### config.mk
export PLATFORM = sky130hd
export DESIGN_NAME = angle_zero_wrap_calibrate_average
export DESIGN_NICKNAME = d
export VERILOG_FILES = /design/src/azwca_pkg.sv /design/src/angle_zero_wrap_calibrate_average.sv
export VERILOG_INCLUDE_DIRS = /design/src /design/src/src
export SDC_FILE = /design/constraint.sdc
export NUM_CORES = 2
export LEC_CHECK = 0
export BUFFER_PORTS_ARGS = -buffer_cell sky130_fd_sc_hd__buf_2
export CORE_ASPECT_RATIO = 1.5
export CORE_MARGIN = 8
export CORE_UTILIZATION = 30
export DETAILED_ROUTE_END_ITERATION = 10
export SLEW_MARGIN = 40
export SYNTH_ARGS = -nofsm -noshare
export SYNTH_HDL_FRONTEND = slang
export SYNTH_SLANG_ARGS = --single-unit
### constraint.sdc
create_clock -name clock -period 13.2 [get_ports clock]
set_input_delay 0.66 -clock clock [delete_from_list [all_inputs] [get_ports clock]]
set_output_delay 0.66 -clock clock [all_outputs]
set_load 0.02 [all_outputs]
### src/angle_zero_wrap_calibrate_average_macros.svh
// Assertion macros for the relative angle averaging block.
// No dependencies; taken in by the top level through `include.
`ifndef ANGLE_ZERO_WRAP_CALIBRATE_AVERAGE_MACROS_SVH
`define ANGLE_ZERO_WRAP_CALIBRATE_AVERAGE_MACROS_SVH

// Same-cycle implication, disabled while reset is high.
`define AZWCA_ASSERT_NOW(label, clk, rst, ante, cons, msg) \
   label: assert property (@(posedge clk) disable iff (rst) (ante) |-> (cons)) \
      else $error(msg);

// Next-cycle implication, disabled while reset is high.
`define AZWCA_ASSERT_NEXT(label, clk, rst, ante, cons, msg) \
   label: assert property (@(posedge clk) disable iff (rst) (ante) |=> (cons)) \
      else $error(msg);

`endif

### src/azwca_pkg.sv
// Shared constants for the relative angle averaging block: field widths,
// command codes, register indexes and reset values. No dependencies.
package azwca_pkg;

   localparam int unsigned RAW_W    = 12;
   localparam int unsigned GAIN_W   = 16;
   localparam int unsigned OFFSET_W = 22;
   localparam int unsigned ANGLE_W  = 24;
   localparam int unsigned CSR_W    = 22;
   localparam int unsigned CSR_IDX_W = 2;

   // wrapped count is -2048..2048, times 360 fits 21 signed bits
   localparam int unsigned DELTA_W  = 13;
   localparam int unsigned DEG_W    = 21;
   localparam int unsigned PROD_W   = DEG_W + GAIN_W;
   localparam int unsigned FRAC_W   = 12;

   localparam logic CMD_SAMPLE = 1'b0;
   localparam logic CMD_REZERO = 1'b1;

   localparam logic [CSR_IDX_W-1:0] CSR_GAIN   = 2'd0;
   localparam logic [CSR_IDX_W-1:0] CSR_OFFSET = 2'd1;
   localparam logic [CSR_IDX_W-1:0] CSR_INVERT = 2'd2;

   localparam logic signed [GAIN_W-1:0] GAIN_RESET = 16'sd4096;

   localparam logic signed [13:0] HALF_TURN = 14'sd2048;
   localparam logic signed [13:0] FULL_TURN = 14'sd4096;
   localparam logic signed [DEG_W:0] DEG_PER_COUNT = 22'sd360;

endpackage

### src/angle_zero_wrap_calibrate_average.sv
// Top level of the relative angle averaging block: zero reference, wrap,
// calibration and moving average over a ring memory. Uses azwca_pkg and
// the assertion macros header.
//
// Each beat on req_ carries a 12-bit raw sensor count and a command. A sample
// beat takes the count relative to the stored zero, wraps it onto the
// shortest path (-2048..2048 counts), optionally negates it, scales it to Q12
// degrees (x360), applies the Q12 gain with a floor shift and adds the
// offset. That value overwrites the oldest of FILTER_TAPS entries in the ring
// memory and the running total is corrected by the difference; the response
// carries floor(total / FILTER_TAPS). A rezero beat captures the raw count as
// the new zero, clears the ring and the total, and responds with 0. Every
// request beat gives exactly one response beat, raw count echoed.
// Throughput is one beat per cycle, sustained under any stall pattern that
// leaves the response side free; a request passes stages one to four into
// the response register. The ring is a single memory with one read
// and one write port; its read-modify-write spans stages two and three,
// and consecutive samples always touch different entries (two taps or more),
// so no forwarding is needed. Per-entry valid bits stand in for clearing, so
// there is no clearing pass after reset or rezero. The divide by FILTER_TAPS
// is a reciprocal multiply with a one-step correction (stages four and five).
// Configuration writes take effect at once and belong to idle periods only.
// FILTER_TAPS: 2 to 64.

`include "angle_zero_wrap_calibrate_average_macros.svh"

module angle_zero_wrap_calibrate_average #(
   parameter int unsigned FILTER_TAPS = 8
) (
   input  logic                                   clock,
   input  logic                                   reset,
   // configuration write port
   input  logic                                   csr_we,
   input  logic [azwca_pkg::CSR_IDX_W-1:0]        csr_index,
   input  logic [azwca_pkg::CSR_W-1:0]            csr_wdata,
   // request channel
   input  logic                                   req_valid,
   output logic                                   req_stall,
   input  logic                                   req_cmd,
   input  logic [azwca_pkg::RAW_W-1:0]            req_raw_angle,
   // response channel
   output logic                                   rsp_valid,
   input  logic                                   rsp_stall,
   output logic signed [azwca_pkg::ANGLE_W-1:0]   rsp_filtered_angle,
   output logic [azwca_pkg::RAW_W-1:0]            rsp_raw_echo
);

   // ring index width and running total width follow from the tap count
   localparam int unsigned POS_W = $clog2(FILTER_TAPS);
   localparam int unsigned TOT_W = azwca_pkg::ANGLE_W + $clog2(FILTER_TAPS);
   localparam logic [POS_W-1:0] POS_LAST = POS_W'(FILTER_TAPS - 1);
   localparam logic [TOT_W-1:0] TAPS_T = TOT_W'(FILTER_TAPS);
   // floor(2^TOT_W / taps): quotient estimate is exact or one short
   localparam logic [TOT_W-1:0] RECIP = TOT_W'((64'd1 << TOT_W) / FILTER_TAPS);

   // ---------------------------------------------------------------------
   // Configuration registers
   // ---------------------------------------------------------------------
   logic signed [azwca_pkg::GAIN_W-1:0]   gain_ff;
   logic signed [azwca_pkg::OFFSET_W-1:0] offset_ff;
   logic                                  invert_ff;

   always_ff @(posedge clock) begin
      if (reset) begin
         gain_ff   <= azwca_pkg::GAIN_RESET;
         offset_ff <= '0;
         invert_ff <= 1'b0;
      end else if (csr_we) begin
         case (csr_index)
            azwca_pkg::CSR_GAIN:   gain_ff   <= csr_wdata[azwca_pkg::GAIN_W-1:0];
            azwca_pkg::CSR_OFFSET: offset_ff <= csr_wdata[azwca_pkg::OFFSET_W-1:0];
            azwca_pkg::CSR_INVERT: invert_ff <= csr_wdata[0];
            default: ;  // unused index: drop the write
         endcase
      end
   end

   // ---------------------------------------------------------------------
   // Stage occupancy and flow control: a stage loads when it is empty or
   // when its content moves on, so bubbles collapse under stall.
   // ---------------------------------------------------------------------
   logic v1_ff, v2_ff, v3_ff, v4_ff, rsp_valid_ff;
   logic ld1, ld2, ld3, ld4, ld_out;
   logic req_accept;

   assign ld_out = !rsp_valid_ff || !rsp_stall;
   assign ld4    = !v4_ff || ld_out;
   assign ld3    = !v3_ff || ld4;
   assign ld2    = !v2_ff || ld3;
   assign ld1    = !v1_ff || ld2;

   assign req_stall  = !ld1;
   assign req_accept = req_valid && ld1;

   always_ff @(posedge clock) begin
      if (reset) begin
         v1_ff        <= 1'b0;
         v2_ff        <= 1'b0;
         v3_ff        <= 1'b0;
         v4_ff        <= 1'b0;
         rsp_valid_ff <= 1'b0;
      end else begin
         if (ld1)    v1_ff        <= req_valid;
         if (ld2)    v2_ff        <= v1_ff;
         if (ld3)    v3_ff        <= v2_ff;
         if (ld4)    v4_ff        <= v3_ff;
         if (ld_out) rsp_valid_ff <= v4_ff;
      end
   end

   // ---------------------------------------------------------------------
   // Stage 1 entry: relative count, shortest-path wrap, direction, x360
   // ---------------------------------------------------------------------
   logic [azwca_pkg::RAW_W-1:0] zero_ff, zero_in;
   logic [POS_W-1:0]            pos_ff, pos_in;
   logic signed [13:0]          diff_w, wrap_w, dir_w;
   logic signed [azwca_pkg::DELTA_W-1:0] delta_w;
   logic signed [azwca_pkg::DEG_W:0]     deg_w;

   always_comb begin
      diff_w = $signed({2'b00, req_raw_angle}) - $signed({2'b00, zero_ff});
      if (diff_w > azwca_pkg::HALF_TURN) begin
         wrap_w = diff_w - azwca_pkg::FULL_TURN;
      end else if (diff_w < -azwca_pkg::HALF_TURN) begin
         wrap_w = diff_w + azwca_pkg::FULL_TURN;
      end else begin
         wrap_w = diff_w;
      end
      dir_w   = invert_ff ? -wrap_w : wrap_w;
      delta_w = dir_w[azwca_pkg::DELTA_W-1:0];
      deg_w   = $signed({{(azwca_pkg::DEG_W + 1 - azwca_pkg::DELTA_W){delta_w[12]}}, delta_w})
                * azwca_pkg::DEG_PER_COUNT;
   end

   // zero moves on rezero at once; ring position advances on samples only
   always_comb begin
      zero_in = zero_ff;
      pos_in  = pos_ff;
      if (req_accept) begin
         if (req_cmd == azwca_pkg::CMD_REZERO) begin
            zero_in = req_raw_angle;
         end else begin
            pos_in = (pos_ff == POS_LAST) ? '0 : pos_ff + POS_W'(1);
         end
      end
   end

   always_ff @(posedge clock) begin
      if (reset) begin
         zero_ff <= '0;
         pos_ff  <= '0;
      end else begin
         zero_ff <= zero_in;
         pos_ff  <= pos_in;
      end
   end

   logic                                  cmd1_ff;
   logic [azwca_pkg::RAW_W-1:0]           raw1_ff;
   logic signed [azwca_pkg::DEG_W-1:0]    deg1_ff;
   logic [POS_W-1:0]                      pos1_ff;

   always_ff @(posedge clock) begin
      if (ld1) begin
         cmd1_ff <= req_cmd;
         raw1_ff <= req_raw_angle;
         deg1_ff <= deg_w[azwca_pkg::DEG_W-1:0];
         pos1_ff <= pos_ff;
      end
   end

   // ---------------------------------------------------------------------
   // Stage 2: gain multiply, ring read
   // ---------------------------------------------------------------------
   logic signed [azwca_pkg::ANGLE_W-1:0] ring_mem [FILTER_TAPS];
   logic [FILTER_TAPS-1:0]               ring_vld_ff;
   logic                                 ring_wr, ring_clr;

   logic                                 cmd2_ff;
   logic [azwca_pkg::RAW_W-1:0]          raw2_ff;
   logic signed [azwca_pkg::PROD_W-1:0]  prod2_ff;
   logic [POS_W-1:0]                     pos2_ff;
   logic signed [azwca_pkg::ANGLE_W-1:0] old2_ff;
   logic                                 old_vld2_ff;

   always_ff @(posedge clock) begin
      if (ld2) begin
         cmd2_ff     <= cmd1_ff;
         raw2_ff     <= raw1_ff;
         prod2_ff    <= azwca_pkg::PROD_W'(deg1_ff) * azwca_pkg::PROD_W'(gain_ff);
         pos2_ff     <= pos1_ff;
         old2_ff     <= ring_mem[pos1_ff];
         // a rezero leaving stage 2 on this edge empties the entry
         old_vld2_ff <= ring_vld_ff[pos1_ff] && !ring_clr;
      end
   end

   // ---------------------------------------------------------------------
   // Stage 3 entry: calibrate, replace the oldest entry, correct the total
   // ---------------------------------------------------------------------
   logic signed [azwca_pkg::ANGLE_W-1:0] cal_w, old_w;
   logic signed [TOT_W-1:0]              total_ff, total_in;

   assign ring_wr  = v2_ff && ld3 && (cmd2_ff == azwca_pkg::CMD_SAMPLE);
   assign ring_clr = v2_ff && ld3 && (cmd2_ff == azwca_pkg::CMD_REZERO);

   always_comb begin
      // floor shift by the gain's fraction bits; the sum always fits 24 bits
      cal_w = prod2_ff[azwca_pkg::FRAC_W + azwca_pkg::ANGLE_W - 1:azwca_pkg::FRAC_W]
              + azwca_pkg::ANGLE_W'(offset_ff);
      old_w = old_vld2_ff ? old2_ff : '0;
      if (ring_clr) begin
         total_in = '0;
      end else if (ring_wr) begin
         total_in = total_ff - TOT_W'(old_w) + TOT_W'(cal_w);
      end else begin
         total_in = total_ff;
      end
   end

   always_ff @(posedge clock) begin
      if (ring_wr) begin
         ring_mem[pos2_ff] <= cal_w;
      end
   end

   always_ff @(posedge clock) begin
      if (reset) begin
         ring_vld_ff <= '0;
         total_ff    <= '0;
      end else begin
         total_ff <= total_in;
         if (ring_clr) begin
            ring_vld_ff <= '0;
         end else if (ring_wr) begin
            ring_vld_ff[pos2_ff] <= 1'b1;
         end
      end
   end

   logic [azwca_pkg::RAW_W-1:0] raw3_ff;
   logic signed [TOT_W-1:0]     tot3_ff;

   always_ff @(posedge clock) begin
      if (ld3) begin
         raw3_ff <= raw2_ff;
         tot3_ff <= total_in;
      end
   end

   // ---------------------------------------------------------------------
   // Stage 4: floor divide by the tap count, part one. Negative totals go
   // through the magnitude rounded up: floor(t/n) = -floor((n-1-t)/n).
   // ---------------------------------------------------------------------
   logic [TOT_W-1:0]            mag_w;
   logic [azwca_pkg::RAW_W-1:0] raw4_ff;
   logic                        neg4_ff;
   logic [TOT_W-1:0]            mag4_ff;
   logic [2*TOT_W-1:0]          prod4_ff;

   assign mag_w = tot3_ff[TOT_W-1] ? (~tot3_ff) + TAPS_T : tot3_ff;

   always_ff @(posedge clock) begin
      if (ld4) begin
         raw4_ff  <= raw3_ff;
         neg4_ff  <= tot3_ff[TOT_W-1];
         mag4_ff  <= mag_w;
         prod4_ff <= (2*TOT_W)'(mag_w) * (2*TOT_W)'(RECIP);
      end
   end

   // ---------------------------------------------------------------------
   // Stage 5 entry: correct the quotient estimate, restore the sign
   // ---------------------------------------------------------------------
   logic [TOT_W-1:0]                     quo_est_w, rem_w, quo_w;
   logic signed [azwca_pkg::ANGLE_W-1:0] avg_w;

   always_comb begin
      quo_est_w = prod4_ff[2*TOT_W-1:TOT_W];
      rem_w     = mag4_ff - TOT_W'(quo_est_w * TAPS_T);
      quo_w     = (rem_w >= TAPS_T) ? quo_est_w + TOT_W'(1) : quo_est_w;
      avg_w     = neg4_ff ? -quo_w[azwca_pkg::ANGLE_W-1:0] : quo_w[azwca_pkg::ANGLE_W-1:0];
   end

   logic signed [azwca_pkg::ANGLE_W-1:0] rsp_angle_ff;
   logic [azwca_pkg::RAW_W-1:0]          rsp_raw_ff;

   // hold the response beat while the far side stalls
   always_ff @(posedge clock) begin
      if (ld_out) begin
         rsp_angle_ff <= avg_w;
         rsp_raw_ff   <= raw4_ff;
      end
   end

   assign rsp_valid          = rsp_valid_ff;
   assign rsp_filtered_angle = rsp_angle_ff;
   assign rsp_raw_echo       = rsp_raw_ff;

   // ---------------------------------------------------------------------
   // Assertions
   // ---------------------------------------------------------------------
   `AZWCA_ASSERT_NEXT(a_rezero_clears_total, clock, reset, ring_clr, total_ff == '0,
      "running total not cleared by rezero")
   `AZWCA_ASSERT_NEXT(a_rezero_clears_ring, clock, reset, ring_clr, ring_vld_ff == '0,
      "ring entries still valid after rezero")
   `AZWCA_ASSERT_NOW(a_stall_only_when_full, clock, reset, req_stall,
      v1_ff && v2_ff && v3_ff && v4_ff && rsp_valid_ff,
      "request stalled with a free stage")
   `AZWCA_ASSERT_NEXT(a_pos_holds_without_sample, clock, reset,
      !(req_accept && (req_cmd == azwca_pkg::CMD_SAMPLE)), $stable(pos_ff),
      "ring position moved without a sample beat")

endmodule

==> results.md <==
* Fin nets at 3474
* CP Max Fanout at 19
* Largest family of logic cells by synthesized area: adder cells
* Syn nets at approximately 3400
* Synth Instances at roughly 2800
* Avg Inst Size Synth at about 12 um2
* Gate power share at between 50% and 60%
* Root Driver: clkbuf_16
* Clk_lat worst skew at a little over 0.6 ns
* Fmax at 148 MHz
* Sink Count at around 490
* Share of the synthesized area in the top cell type at 35.8%
* Post-cts sizing count at 0
* Antenna violations before repair at 4
* ANT nets after route at 0
* Dpl cells at about 4300
* Tmin final at about 6.8 ns
* Sequential power share at between 20% and 30%
* Core area at about 0.11 mm2
* Static Leak at 15.2 nW
* Area after DPL at about 0.036 mm2
* Met2 Track Usage GR at between 20% and 30%
* Final Cycle Share at between 50% and 60%
* Avg Vias per Cell at 4.70
* Area contributors post-synth: edfxtp_1 (36%), fa_1 (20%), ha_1 (7.1%), dfxtp_1 (5.6%), inv_1 (4.6%)
* Max-Cap Viols at 0
* Post-CTS Hold Buffers at 0
* Num CTS Buffers at 50
* Htree depth at 2
* Synth Register Bits at approximately 490
* Slew HR at a little over two fifths
* Layout cells sized above 1 at 11.1%
* Critical Path AT at roughly 7 ns
* Ys Warns at 0
* Total grt overflow at 0
* Net Sw Frac at around 40%
* First-pass GRT wire length at about 120000 um
* Postcts setup bufs at 0
* DR vias at slightly above 20000
* First-pass iteration count of the detailed router at 5
* Internal at between 0.004 and 0.005 W
* IO Pins at 80
* Mapped Area at between 0.03 and 0.04 mm2
* Clock Tree Buf Depth at 3
* Final Core Density at around a third
* Chip Height at approximately 430 um
* Outcome: finished clean
* Gr busiest metal: met2
* Ys flop type: edfxtp_1
* FP Rows at 150
* Commonest non-fill, non-tap cell in the layout: inv_1
* Simple-gate share of the synthesized area at between 10% and 20%
* TNS Setup at 0 ns
* RePlAce Congestion at 0.816
* Adder-cell area share of the yosys netlist at between 20% and 30%
* Final Skew at 0.0474 ns
* Compound-Gate Fraction of Synth Area at under 10%
* Clk pwr share at between 10% and 20%
* Final std cells w/o fill at ~4400
* Worst min path class: in2reg
* Critical setup path kind: reg2reg
* Initial Utilization at between 30% and 40%
* 1st-iter DRT viols at 900
* Synthesis-to-layout area growth at 12.2%
* Power density cells at about 210 mW/mm2
* Seq/Total Area, Yosys at between 40% and 50%
* Max-slew violation count at 0
* CTS tree: yes
* Commonest non-fill, non-tap cells in the layout: inv_1 (411), edfxtp_1 (400), nand2_1 (336)
* Quantity of I/O buffers inserted on ports at 79
* Cell taking the most area after synthesis: edfxtp_1
* Worst-Margin Slew at ~0.87 ns
* DRC at 0
* # setup viols final at 0
* HPWL Detailed at ~57000 um
* Unrepaired setup endpoints after global routing: no
* Fraction of registers with async set/reset at 0%
* Final Cell Area at 0.0376 mm2
* Worst endpoint required time at 13.56 ns
* Final Hold Viols at 0
* Met1 Usage GRT at 13.8%
* Post-Synth XOR/XNOR Area at 3.80%
* Die Wd at between 200 and 300 um
* Min-delay src: req_raw_angle[0]
* Worst r2r src: gain_ff[4]
* Clk pin slew, worst setup/hold paths at 0.07 ns
* CP startpoint: gain_ff[4]
* Vias in the first global route at roughly 22000
* Distinct cells, synth at 75
* Psw at about 0.0032 W
* Drt wl/cell at ~17 um
* Post-Route WL at approximately 75000 um
* Filler instances at between 10000 and 15000
* Post-synthesis mux area share at between 4 and 5%
* Crit start category: flip-flop
* Crit end category: flip-flop
* Die area at ~0.12 mm2
* Max VDD drop at between 0.0001 and 0.00015 V
* GRT Total Usage at between 10% and 20%
* Largest net degree at the start of global routing at 66
* GR met3 Demand/Resource at roughly 1.5%
* Post-synth EDFFs at 400
==> cell type report <==
type	instances	area [um2]	share of cell area, %
sequential	494	13900	36.9
tap	1444	1810	4.80
timing repair buffer	112	657	1.75
clock inverter	35	450	1.20
antenna	3	7.51	0.0200
multi-input combinational	1839	17900	47.7
clock buffer	59	1330	3.53
inverter	411	1540	4.10
==> power groups by stage <==
stage          logic (W)  registers, W  clock network (W)
2_1_floorplan    0.00313       0.00229                  0
3_3_place_gp     0.00406       0.00241                  0
3_5_place_dp     0.00412       0.00241                  0
4_1_cts          0.00414       0.00238            0.00155
5_1_grt          0.00465       0.00240            0.00160
6_report         0.00407       0.00237            0.00151
==> layer usage <==
metal | share of wire [%] | wire [um]
met1 | 39 | 29000
met2 | 54 | 40400
met3 | 3.8 | 2860
met4 | 4.0 | 2990
met5 | 0 | 0
==> stage by stage <==
step                hold slack, ns  power, W  setup WS, ns
floorplan                    0.400   0.00541          6.73
global placement             0.400   0.00647          6.19
detailed placement           0.405   0.00653          6.10
CTS                          0.236   0.00807          6.33
global route                 0.252   0.00865          5.97
finish                       0.278   0.00795          6.42
==> sequential cells by signal (all words and copies together) (netlist names), 16 cells and up <==
register,flops
offset_ff,22
prod2_ff,24
deg1_ff,18
mag4_ff,24
gain_ff,16
old2_ff,24
rsp_filtered_angle,24
tot3_ff,24
ring_mem,192
total_ff,27
==> logic make-up (layout without fill, tap and decap cells) <==
group	Yosys count	after routing
mux	82	82
buf+inv	509	617
fa+ha+maj	524	524
other cells	0	3
xor+xnor	144	144
simple gates	750	750
compound gates	339	339
flops	494	494
==> Yosys cell counts (8+ instances only) <==
cell      number
a31oi_1       13
xor2_1        25
nand3_1       30
edfxtp_1     400
ha_1         191
a21o_1        22
inv_1        411
mux2_2        24
xnor2_1      118
nor2b_1       26
nand2_1      338
o41ai_1        8
and2_1       131
mux4_2        50
dfxtp_1       94
mux2i_1        8
nor3_1        34
nor2_1        78
nand2b_1      24
fa_1         333
o21bai_1       8
clkbuf_1      94
a21oi_1      112
o31ai_1       21
and3_1        18
or3_1         16
o21ai_0       53
o21a_1        30
==> worst paths after layout <==
path,end,slack [ns],cells after the start
setup / recovery,prod2_ff[35],6.42,19
hold / removal,raw1_ff[0],0.28,1
setup reg to reg,prod2_ff[35],6.42,19
hold reg to reg,raw4_ff[8],0.42,0
==> critical path, stage by stage, from the launching register on <==
cell and delay [ns]:
dfxtp_1 0.85, nand2_1 0.21, inv_1 0.17, fa_1 0.49, fa_1 0.92, inv_1 0.20
fa_1 0.57, inv_1 0.05, fa_1 0.47, fa_1 0.54, inv_1 0.05, fa_1 0.52
inv_1 0.04, ha_1 0.30, o21a_1 0.14, o2111ai_1 0.12, o211a_1 0.24, o31ai_1 0.33
a21oi_1 0.13, xnor2_1 0.14
Power figures use the tool's default switching activity.
